### config.mk
export PLATFORM = sky130hd
export DESIGN_NAME = cpo_hvec_cell
export DESIGN_NICKNAME = d
export VERILOG_FILES = /design/src/hw/rtl/cpo_pkg.sv /design/src/hw/rtl/cpo_hvec_cell.sv
export SDC_FILE = /design/constraint.sdc
export NUM_CORES = 1
export LEC_CHECK = 0
export ABC_AREA = 1
export BUFFER_PORTS_ARGS = -buffer_cell sky130_fd_sc_hd__buf_2
export CORE_AREA = 5 5 283 285
export CTS_BUF_LIST = sky130_fd_sc_hd__clkbuf_16
export CTS_CLUSTER_DIAMETER = 120
export CTS_CLUSTER_SIZE = 24
export DETAILED_ROUTE_END_ITERATION = 8
export DIE_AREA = 0 0 288 290
export PLACE_DENSITY = 0.5
export REMOVE_ABC_BUFFERS = 1
export SLEW_MARGIN = 20
export SYNTH_ARGS = -nofsm -noshare
export SYNTH_HDL_FRONTEND = slang
export SYNTH_SLANG_ARGS = --single-unit
### constraint.sdc
create_clock -name clk_i -period 0.8 [get_ports clk_i]
set_clock_uncertainty 0.2 [all_clocks]
set_input_delay 0.08 -clock clk_i [delete_from_list [all_inputs] [get_ports clk_i]]
set_output_delay 0.08 -clock clk_i [all_outputs]
set_load 0.1 [all_outputs]
### src/hw/rtl/cpo_pkg.sv
package cpo_pkg;

  // datapath width of all CORDIC rows (covers gain growth of three chains)
  localparam int CW = 38;
  // angle residue width in the rotation row
  localparam int ZW = 34;
  localparam int ADDR_W = 3;

  localparam logic [31:0] QUARTER = 32'h4000_0000;
  localparam logic [31:0] HALF    = 32'h8000_0000;
  localparam logic [13:0] MARGIN_RST = 14'd128;
  localparam logic [15:0] TURN_UNITS = 16'd46080;
  // floor(a/45) = (a * DIV45_MUL) >> DIV45_SH, exact for a <= 32768
  localparam logic [15:0] DIV45_MUL = 16'd46604;
  localparam int DIV45_SH = 21;

  // register index, taken from paddr[2]
  localparam logic IDX_POLE_MARGIN = 1'b0;

  typedef enum logic [1:0] {
    ST_MOVED = 2'd0,
    ST_POLE  = 2'd1,
    ST_FLAT  = 2'd2
  } status_e;

  typedef struct packed {
    logic signed [31:0] pivot_x;
    logic signed [31:0] pivot_y;
    logic signed [31:0] pivot_z;
    logic signed [31:0] point_x;
    logic signed [31:0] point_y;
    logic signed [31:0] point_z;
    logic signed [15:0] step_angle;
  } in_beat_t;

  typedef struct packed {
    logic signed [31:0] new_x;
    logic signed [31:0] new_y;
    logic signed [31:0] new_z;
    status_e            status;
  } out_beat_t;

  // per-item context that rides along the cell rows
  typedef struct packed {
    logic signed [31:0] pivot_x;
    logic signed [31:0] pivot_y;
    logic signed [31:0] pivot_z;
    logic signed [31:0] point_x;
    logic signed [31:0] point_y;
    logic signed [31:0] point_z;
    logic signed [32:0] dy;
    logic [31:0]        ang;
    logic               flip;
    logic               hzero;
  } ctx_t;

  typedef struct packed {
    logic              valid;
    ctx_t              ctx;
    logic signed [CW-1:0] hx;
    logic signed [CW-1:0] hz;
    logic [31:0]       dirs;
  } hv_beat_t;

  typedef struct packed {
    logic              valid;
    ctx_t              ctx;
    logic [31:0]       dirs;
    logic signed [CW-1:0] vx;
    logic signed [CW-1:0] vy;
    logic [31:0]       acc;
    logic signed [CW-1:0] rx;
    logic signed [CW-1:0] ry;
    logic signed [ZW-1:0] rz;
  } pt_beat_t;

  typedef struct packed {
    logic              valid;
    ctx_t              ctx;
    logic [31:0]       dirs;
    logic signed [CW-1:0] hx;
    logic signed [CW-1:0] hz;
    logic signed [CW-1:0] x;
    logic [31:0]       phi;
  } rp_beat_t;

  localparam logic [31:0] ATAN_TAB [32] = '{
    32'd536870912, 32'd316933406, 32'd167458907, 32'd85004756, 32'd42667331,
    32'd21354465, 32'd10679838, 32'd5340245, 32'd2670163, 32'd1335087,
    32'd667544, 32'd333772, 32'd166886, 32'd83443, 32'd41722, 32'd20861,
    32'd10430, 32'd5215, 32'd2608, 32'd1304, 32'd652, 32'd326, 32'd163,
    32'd81, 32'd41, 32'd20, 32'd10, 32'd5, 32'd3, 32'd1, 32'd1, 32'd0
  };

  typedef logic [21:0] frac_tab_t [45];

  // floor((v * 2^22 + 22) / 45): fractional part of the step conversion
  function automatic frac_tab_t step_frac_tab();
    frac_tab_t t;
    for (int v = 0; v < 45; v++) begin
      t[v] = 22'(((64'(v) << 22) + 64'd22) / 64'd45);
    end
    return t;
  endfunction

  localparam frac_tab_t STEP_FRAC = step_frac_tab();

  // Q30 product of the squared CORDIC stage gains (1 + 2^-2i)
  function automatic logic [63:0] gain_p(int n);
    logic [63:0] p;
    p = 64'd1 << 30;
    for (int i = 0; i < n; i++) begin
      p = p + (p >> (2 * i));
    end
    return p;
  endfunction

  // round(2^60 / p), bitwise long division
  function automatic logic [63:0] recip_round(logic [63:0] p);
    logic [63:0] num;
    logic [63:0] rem;
    logic [63:0] quo;
    num = (64'd1 << 60) + (p >> 1);
    rem = '0;
    quo = '0;
    for (int b = 63; b >= 0; b--) begin
      rem = {rem[62:0], num[b]};
      if (rem >= p) begin
        rem = rem - p;
        quo[b] = 1'b1;
      end
    end
    return quo;
  endfunction

  function automatic logic [63:0] isqrt64(logic [63:0] v);
    logic [63:0] res;
    logic [63:0] bitv;
    logic [63:0] rem;
    res = '0;
    rem = v;
    bitv = 64'd1 << 62;
    for (int k = 0; k < 32; k++) begin
      if (bitv > rem) bitv = bitv >> 2;
    end
    for (int k = 0; k < 32; k++) begin
      if (bitv != 64'd0) begin
        if (rem >= res + bitv) begin
          rem = rem - (res + bitv);
          res = (res >> 1) + bitv;
        end else begin
          res = res >> 1;
        end
        bitv = bitv >> 2;
      end
    end
    return res;
  endfunction

endpackage

### src/hw/rtl/cpo_hvec_cell.sv
// One vectoring step on the horizontal offset; records its direction.
module cpo_hvec_cell #(
  parameter int STAGE = 0
) (
  input  logic               clk_i,
  input  logic               rst_ni,
  input  logic               en_i,
  input  cpo_pkg::hv_beat_t  beat_i,
  output cpo_pkg::hv_beat_t  beat_o
);
  import cpo_pkg::*;

  hv_beat_t beat_d, beat_q;
  logic signed [CW-1:0] hx, hz;

  always_comb begin
    beat_d = beat_i;
    hx = beat_i.hx;
    hz = beat_i.hz;
    if (!hz[CW-1]) begin
      beat_d.hx = hx + (hz >>> STAGE);
      beat_d.hz = hz - (hx >>> STAGE);
      beat_d.dirs[STAGE] = 1'b1;
    end else begin
      beat_d.hx = hx - (hz >>> STAGE);
      beat_d.hz = hz + (hx >>> STAGE);
    end
  end

  always_ff @(posedge clk_i or negedge rst_ni) begin
    if (!rst_ni) begin
      beat_q <= '0;
    end else if (en_i) begin
      beat_q <= beat_d;
    end
  end

  assign beat_o = beat_q;

endmodule

Word-level counts from Yosys, hierarchy flattened:

Index checks and enable logic that the tools add are counted.

* output and inout bits: 368
* flip-flop bits (word level): 368
* bits of input ports: 371
* logic and storage cells: 19

* mux-type cells: 2
* add/subtract/negate cells: 3

Operators by type and width (number)
* $mux W76: 1
* $sub A38 B38 Y38: 2
* $add A38 B38 Y38: 1
* $mux W1: 1

Logic depth before layout (Yosys ltp):

Gate-level depths: netlist (run 1).

* depth in word-level cells: 2
* gate-level depth with buffers: 19
* mapped depth without buffers: 18

Least setup slack after synthesis (run 1):

No wires, ideal clock.

* kind: in2reg
* from: in beat_i[70] in the netlist's numbering
* to: reg beat_q, in the netlist beat_o[102]
* required time: 0.480 ns
* buffers on the path: 0
* arrival time: 1.647 ns
* cell stages on the path: 13
* path slack: -1.167 ns
* path through: inv_1 ha_1 fa_1 nor2_1 nor2_2 o21bai_1 nand2_1 nand2_1 nand2_1 nand3_1 nand3_1 nand3_1 nand2_1

* cells in the longest elaborated chain, start to end: 2

Ends and longest elaborated chain
* from (decl): RTL line cpo_hvec_cell.sv:8 `input cpo_pkg::hv_beat_t beat_i,`
* $add A38 B38 Y38 / $sub A38 B38 Y38 (equally long branches): RTL line cpo_hvec_cell.sv:21, cpo_hvec_cell.sv:25
* $mux W76 *: RTL line cpo_hvec_cell.sv:20 `if (!hz[CW-1]) begin`
* to (signal assigned): RTL line cpo_hvec_cell.sv:34 `beat_q <= beat_d;`
* to (decl): RTL line cpo_hvec_cell.sv:13 `hv_beat_t beat_d, beat_q;`

Every way passes the cells marked *; elsewhere a longest branch is shown, timed or not.
A chain may end at the register's enable or synchronous reset.

Worst setup path in the final report (run 1):

* from: in beat_i[32] in the netlist's numbering
* to: reg beat_q, in the netlist beat_o[68]

* cells in the longest elaborated chain, start to end: 2

Ends and longest elaborated chain (RTL line)
* $sub A38 B38 Y38 / $add A38 B38 Y38 (equally long branches): cpo_hvec_cell.sv:22, cpo_hvec_cell.sv:26
* $mux W76 *: cpo_hvec_cell.sv:20

Marked as above.

==> results of run 1 <==
-- metal layers --
layer,up-vias,share of wire,GRT usage
met5,-,0.00082,0
met4,14,0.050,0.103
met3,240,0.066,0.0482
met2,896,0.49,0.464
met1,12800,0.39,0.321
li1,13100,-,-
-- cell usage after synthesis, types with 2 or more instances --
master,n,share of area
xnor2_1,2,0.00078
nor2_1,159,0.027
nor3_1,10,0.0022
a21oi_1,136,0.030
fa_1,3,0.0027
nor2_2,20,0.0056
nor3_2,2,0.00089
inv_2,4,0.00067
nand4_1,7,0.0020
a31oi_1,16,0.0045
nand2_1,1592,0.27
or2_2,4,0.0011
dfrtp_1,367,0.41
nor2_4,5,0.0025
a21oi_2,3,0.0012
buf_2,17,0.0038
nor4_2,2,0.0011
nand3_1,163,0.036
buf_6,6,0.0030
nand3_2,4,0.0018
o21a_1,2,0.00067
o21ai_0,86,0.019
xor2_1,35,0.014
o21ai_1,8,0.0018
clkbuf_1,80,0.013
o211ai_1,8,0.0027
a21o_1,3,0.0010
o21ai_2,3,0.0012
inv_1,322,0.054
and2_1,5,0.0014
buf_4,19,0.0064
nand2_2,18,0.0050
o21bai_1,18,0.0060
ha_1,120,0.067
buf_1,5,0.00084
-- cell families after synthesis --
kind of cell	share of synthesized area
compound gates	0.0696
simple gates	0.354
xor+xnor	0.0144
buf+inv	0.0823
mux	0.000502
fa+ha+maj	0.0696
flops	0.409
-- power groups by stage --
stage,clock [mW],sequential [mW],combinational [mW]
2_1_floorplan,0,36.3,6.70
3_3_place_gp,0,23.1,38.2
3_5_place_dp,0,23.1,38.3
4_1_cts,12.7,22.8,42.7
5_1_grt,13.2,23.1,46.2
6_report,12.2,22.8,44.4
-- worst max-delay path: cells and delay by family --
kind	cells	cell delay [ns]
buffers and inverters	4	0.38
and+or+nand+nor	13	0.83
adders and majority gates	2	0.58
-- final cells by class --
type	instances	area, um^2
Antenna cell	11	27.5
Clock buffer	21	526
Clock inverter	7	93.8
Fill cell	6581	31800
Inverter	327	1320
Multi-Input combinational cell	2443	14900
Sequential cell	367	9200
Tap cell	1040	1300
Timing Repair Buffer	1648	18000
-- final timing paths --
path / cells after the start / start / end
worst max-delay path: 19 / beat_i[32] / beat_o[68]$_DFFE_PN0P_
worst min-delay path: 4 / en_i / beat_o[59]$_DFFE_PN0P_
worst max register to register: 3 / beat_o[99]$_DFFE_PN0P_ / beat_o[99]$_DFFE_PN0P_
worst min register to register: 2 / beat_o[352]$_DFFE_PN0P_ / beat_o[352]$_DFFE_PN0P_
max in group asynchronous: 4 / rst_ni / beat_o[125]$_DFFE_PN0P_
min in group asynchronous: 3 / rst_ni / beat_o[67]$_DFFE_PN0P_
-- what timing repair did --
action                     in CTS  in global routing
resized for setup             807                350
pin swaps                     226                156
setup buffers                  92                 47
hold endpoints to repair      734                374
setup endpoints to repair     735                735
-- per-stage QoR --
stage           util  setup TNS, ns
6_report       0.588        -306.63
5_1_grt        0.587        -338.38
4_1_cts        0.566        -317.09
3_5_place_dp   0.474        -225.92
3_3_place_gp   0.474        -224.42
2_1_floorplan      -       -1009.30
==> results by group, run 1 <==
Timing
  – PnR worst setup slack: -0.833 ns
  – Fmax: 612 MHz
  – Final-report max-slew violation count: 0
  – Minimum clock period: ~1.6 ns
  – Max-slew headroom: 0.746
  – Setup repair after global routing missed its margin: true
  – Period utilisation layout: 2.04
  – Worst slew pin tran: 0.377 ns
  – WHS: -0.286 ns
  – Hold Vio Cnt, Final: 368
  – Setup violations, final: 735

Global routing
  – Initial antenna violation count: 17
  – First-pass GRT wire length: 171,000 um
  – Total track usage: 0.264
  – Vias in the first global route: 27,300
  – Largest net degree at the start of global routing: 54
  – Remaining Overflow, GRT: 0

Synthesis
  – Post-Syn Instances: 3,265
  – Part of the Yosys area used for sequential elements: 0.409
  – Seq cells post-synth: ~370
  – Ys Warns: 0
  – Ys async rst share: 1.00
  – Post-synth EDFFs: 0
  – Library cells used by synthesis: 46
  – Syn_area_per_cell: 6.87 um^2
  – Top_reg_cell synth: dfrtp_1
  – Cell area after synthesis: 22,400 um^2

Pwr
  – Internal power: 42.4 mW
  – PnR Total Power: around 79 mW
  – Sequential share of power: 0.287
  – VDD IR-drop max: around 0.0019 V
  – Clock group share of total power: 0.153
  – PD cells: 1750 nW/um^2
  – P_sw: around 37 mW
  – Switch share: 0.466
  – Combinational power share: 0.560
  – Static Leakage: 23.2 nW

Setup path
  – CP endpoint kind: register
  – Slowest cell on crit path: fa_2
  – Most frequent CP cell: nand2_1
  – Startpoint types: input pin
  – Arrival @ worst endpoint: 1.89 ns
  – Max FO, Critical Path: 3
  – WS Path Type: input pin to register
  – Crit-path cells: buf_12 > inv_4 > ha_4 > fa_2 > inv_4 > nand2_4 > nand3_4 > nand2_2 > nor2_1 > buf_4 > nand2_4 > nand2_4 > nor2_4 > nand2_1 > nand2_1 > nand3_1 > nand2_1 > nand2_1 > nand2_1
  – Worst Path Required: 1.06 ns
  – Worst reg-to-reg setup slack: -0.23 ns
  – Largest stage delay, worst path: ~0.42 ns

Placement
  – Placed Area: 36,600 um^2
  – Setup WS pre-CTS: -1.94 ns
  – Placed cell count: between 5,000 and 6,000
  – DP HPWL: 91,900 um
  – GPL Wtd Cong: 0.955
  – Buffers added on ports: roughly 740

Die
  – Initial Utilization: 0.291
  – Die W: 288 um
  – Die Y: approximately 290 um
  – Die area: 83,500 um^2
  – Row Count: between 100 and 150
  – Num ports: 739
  – Core footprint: 77,100 um^2

Run status
  – Run status: finished, violations left
  – Failing checks: hold timing, setup timing

Layout
  – Design Area, Final: between 40,000 and 50,000 um^2
  – Final nets: between 5,000 and 6,000
  – Most common cell after layout, fill and taps aside: nand2_1
  – Area grow syn2layout: 102%
  – Most frequent cells in the layout: 1,380 x nand2_1, 510 x buf_4, 415 x buf_12
  – Final Instance Count excl. Fillers: 5,864
  – Largest register FFs: approximately 370
  – Fraction of layout cells with a size suffix above 1: 0.440

CTS
  – CTS root buf: clkbuf_16
  – Clock slew at reported path FFs: 0.10 ns
  – Longest Clk Path Bufs: 3
  – H-tree Lvls: 1
  – # hold bufs at CTS: 294
  – Number of CTS-inserted buffers: 21
  – Worst-Skew Late Latency: approximately 0.58 ns
  – TritonCTS clock tree: yes
  – Clk sinks: between 300 and 400

Routing
  – Initial DRC Count: 1,808
  – DR DRC count: 0
  – Drt pass-1 iters: 5
  – DR vias: 27,000
  – WL final: 118,000 um
  – Drt wl/cell: 20.0 um
  – Post-route antenna net violation count: 0
  – Vias per cell: between 4 and 5

Min path
  – Hold Path Class: input pin to register

Flow run
  – Total of max-cap violations: 0
No activity file was read; power rests on OpenSTA's default activity.
==> run 2, diff against run 1 <==
==> constraint.sdc (replaced) <==
create_clock -name clk_i -period 0.8 [get_ports clk_i]
set_clock_uncertainty 0.2 [all_clocks]
set_input_delay 0 -clock clk_i [delete_from_list [all_inputs] [get_ports clk_i]]
set_output_delay 0 -clock clk_i [all_outputs]
set_load 0.1 [all_outputs]
==> run 2 against run 1 <==
Compared with the run above: non-clock buffer count grew 20; via count is 1.8% higher; first-iteration DRC count is 2.1% lower; register-to-register slack got worse by 0.09 ns; highest routed layer unchanged; largest cell class unchanged; sequential power hardly changed; the flow still finishes with violations (hold timing, setup timing); hold slack worse by 0.095 ns; core utilization increased by 1.2 points; critical path depth is 3 lower; cell area grew 2.0%; wire length is 1.2% higher; setup slack better by 0.045 ns.
==> results by group, run 2 (synthesis results as in run 1) <==
Run status
  – Run status: finished, violations left
  – Failing checks: hold timing, setup timing

Die
  – Die W: 288 um (unchanged)
  – Initial Utilization: 0.291 (unchanged)
  – Die area: 83,500 um^2 (unchanged)
  – Num ports: 739 (unchanged)
  – Core footprint: 77,100 um^2 (unchanged)
  – Row Count: 102 (unchanged)
  – Die Y: 290 um (unchanged)

Setup path
  – Worst R2R End: beat_o[51]$_DFFE_PN0P_
  – Slowest cell on crit path: ha_4
  – CP endpoint kind: register
  – Crit-path cells: buf_8 > inv_4 > ha_4 > buf_4 > nand2_8 > nor2_4 > nor2_4 > nor2_1 > buf_4 > buf_4 > o21ai_4 > nand2_1 > nand2_1 > nand3_2 > nand3_2 > nand2_1
  – Worst Path Required: 1.07 ns (about the same)
  – Worst reg-to-reg setup slack: -0.32 ns (-0.09 ns)
  – Worst path top cell family by delay: simple AND/OR/NAND/NOR gates
  – Worst R2R Start: beat_o[51]$_DFFE_PN0P_
  – Startpoint types: input pin
  – Largest stage delay, worst path: 0.27 ns (-0.15 ns)
  – Arrival @ worst endpoint: 1.85 ns (-0.04 ns)
  – WS Path Type: input pin to register
  – Max FO, Critical Path: 6 (+3)
  – Reg2reg path depth: 4 (+1)
  – Worst Path Buf+Inv: 5 (+1)

Layout
  – Area grow syn2layout: 106%
  – Final nets: 5,322 (+0.38%)
  – Most common cell after layout, fill and taps aside: nand2_1
  – Design Area, Final: 46,200 um^2 (+2.0%)
  – Final Instance Count excl. Fillers: 5,883 (+0.32%)
  – Register area: 9200 um^2 (about the same)
  – Largest register FFs: 367 (unchanged)
  – Fraction of layout cells with a size suffix above 1: 0.461 (+0.0216)
  – Layout fillers: 6,404 (-2.7%)
  – Area of the multi-input gates: 15,400 um^2 (+3.7%)
  – Most frequent cells in the layout: 1,326 x nand2_1, 494 x buf_4, 418 x buf_12

Timing
  – Minimum clock period: 1.59 ns (-0.0446 ns)
  – Max-slew headroom: 0.421 (-0.325)
  – Setup violations, final: 1,102 (+50%)
  – Fmax: 629 MHz (+2.8%)
  – Hold Vio Cnt, Final: 367 (-0.27%)
  – Period utilisation layout: 1.99 (-0.0557)
  – Setup repair after global routing missed its margin: true
  – WHS: -0.382 ns (-0.0954 ns)
  – PnR worst setup slack: -0.789 ns (+0.0446 ns)
  – Final-report max-slew violation count: 0 (unchanged)
  – Worst slew pin tran: 0.865 ns (+0.488 ns)

Placement
  – Buffers added on ports: 738 (unchanged)
  – GPL Wtd Cong: 0.968 (+1.4%)
  – DP HPWL: 90,500 um (-1.5%)
  – Placed Area: 36,600 um^2 (about the same)
  – Placed cell count: 5,399 (-0.13%)

Routing
  – DR vias: 27,500 (+1.8%)
  – Post-route antenna net violation count: 0 (unchanged)
  – DR DRC count: 0 (unchanged)
  – Initial DRC Count: 1,770 (-2.1%)
  – Drt pass-1 iters: 7 (+2)
  – Drt wl/cell: 20.2 um (+0.91%)
  – Vias per cell: 4.68 (+1.5%)
  – WL final: 119,000 um (+1.2%)

CTS
  – Number of CTS-inserted buffers: 21 (unchanged)
  – Clk sinks: 367 (unchanged)
  – Longest Clk Path Bufs: 3 (unchanged)
  – TritonCTS clock tree: yes
  – Clock slew at reported path FFs: 0.10 ns (about the same)
  – H-tree Lvls: 1 (unchanged)
  – # hold bufs at CTS: 294 (unchanged)
  – CTS root buf: clkbuf_16
  – Worst-Skew Late Latency: 0.56 ns (-0.02 ns)

Global routing
  – Remaining Overflow, GRT: 0 (unchanged)
  – Total track usage: 0.263 (-0.00148)
  – Vias in the first global route: 27,500 (+0.75%)
  – Initial antenna violation count: 16 (-1)
  – Largest net degree at the start of global routing: 70 (+30%)
  – First-pass GRT wire length: 170,000 um (-0.42%)

Min path
  – Hold Path Origin: en_i
  – Hold Path Class: input pin to register
  – Hold endpoint: beat_o[93]$_DFFE_PN0P_
  – Worst Hold Path Cells: 4 (unchanged)

Flow run
  – Total of max-cap violations: 0 (unchanged)

Pwr
  – PD cells: 1740 nW/um^2 (-0.80%)
  – VDD IR-drop max: 0.00152 V (-19%)
  – Static Leakage: 23.5 nW (+1.3%)
-- run 2: cell types whose count changed in the layout (fill, tap and decap cells not counted), moves of 6 or more --
cell | previous run | this run
buf_6 | 88 | 118
buf_4 | 510 | 494
nand3_1 | 101 | 83
nor2_4 | 62 | 79
nand3_4 | 6 | 12
nand2_8 | 6 | 12
nand2_1 | 1380 | 1326
nor2_1 | 76 | 62
nand2_2 | 142 | 188
nand3_2 | 60 | 72
-- run 2: worst max-delay path by stage --
stage	end	cells past startpoint	slack [ns]	start
after global routing	beat_o[105]$_DFFE_PN0P_	18	-0.85	beat_i[40]
after detailed placement	beat_o[105]$_DFFE_PN0P_	17	-1.76	beat_i[49]
after CTS	beat_o[3]	2	-0.80	beat_o[3]$_DFFE_PN0P_
final	beat_o[98]$_DFFE_PN0P_	16	-0.79	beat_i[34]
after floorplan	beat_o[76]$_DFFE_PN0P_	2	-2.67	en_i
after global placement	beat_o[98]$_DFFE_PN0P_	14	-1.78	beat_i[35]
-- run 2: report_power, final --
| group | internal (mW) | switching (mW) |
|---|---|---|
| Combinational | 17.5 | 27.9 |
| Sequential | 20.5 | 2.25 |
| Clock | 4.95 | 7.19 |
| Total | 42.9 | 37.4 |
-- run 2: cell type report --
cell class / instances / area share
Sequential cell: 367 / 0.199
Multi-Input combinational cell: 2443 / 0.334
Clock buffer: 21 / 0.0114
Antenna cell: 10 / 0.000542
Timing Repair Buffer: 1668 / 0.396
Clock inverter: 7 / 0.00179
Tap cell: 1040 / 0.0282
Inverter: 327 / 0.0291
-- run 2: repair_timing --
item                       4_1_cts  5_1_grt
setup endpoints to repair      735     1102
setup buffers                   82       89
resized for setup              866      478
pin swaps                      298      281
cloned                           0        0
hold endpoints to repair       734      367
-- run 2: per-layer routing --
metal | global-route usage | wire length, um | up-vias | share of wire
met5 | 0 | 81 | - | 0.00068
met1 | 0.325 | 46700 | 13000 | 0.39
met2 | 0.448 | 56900 | 1021 | 0.48
li1 | - | - | 13100 | -
met4 | 0.117 | 7340 | 12 | 0.062
met3 | 0.0458 | 8010 | 314 | 0.067
-- run 2: worst min-delay path, cell delays in order --
cell and delay, ns:
buf_8 0.12, inv_8 0.09, nand2_1 0.09, o21ai_2 0.05
-- run 2: per-stage QoR --
step                      worst slack [ns]  setup TNS [ns]  hold WS (ns)  power (mW)  utilization
after floorplan                      -2.67         -950.50        -0.496        43.0            -
after global placement               -1.78         -180.62        -0.181        61.3        0.474
after detailed placement             -1.76         -181.71        -0.179        61.4        0.474
after CTS                           -0.797         -365.25        -0.414        78.4        0.567
after global routing                -0.846         -418.10        -0.389        83.5        0.599
final                               -0.789         -365.70        -0.382        80.3        0.599
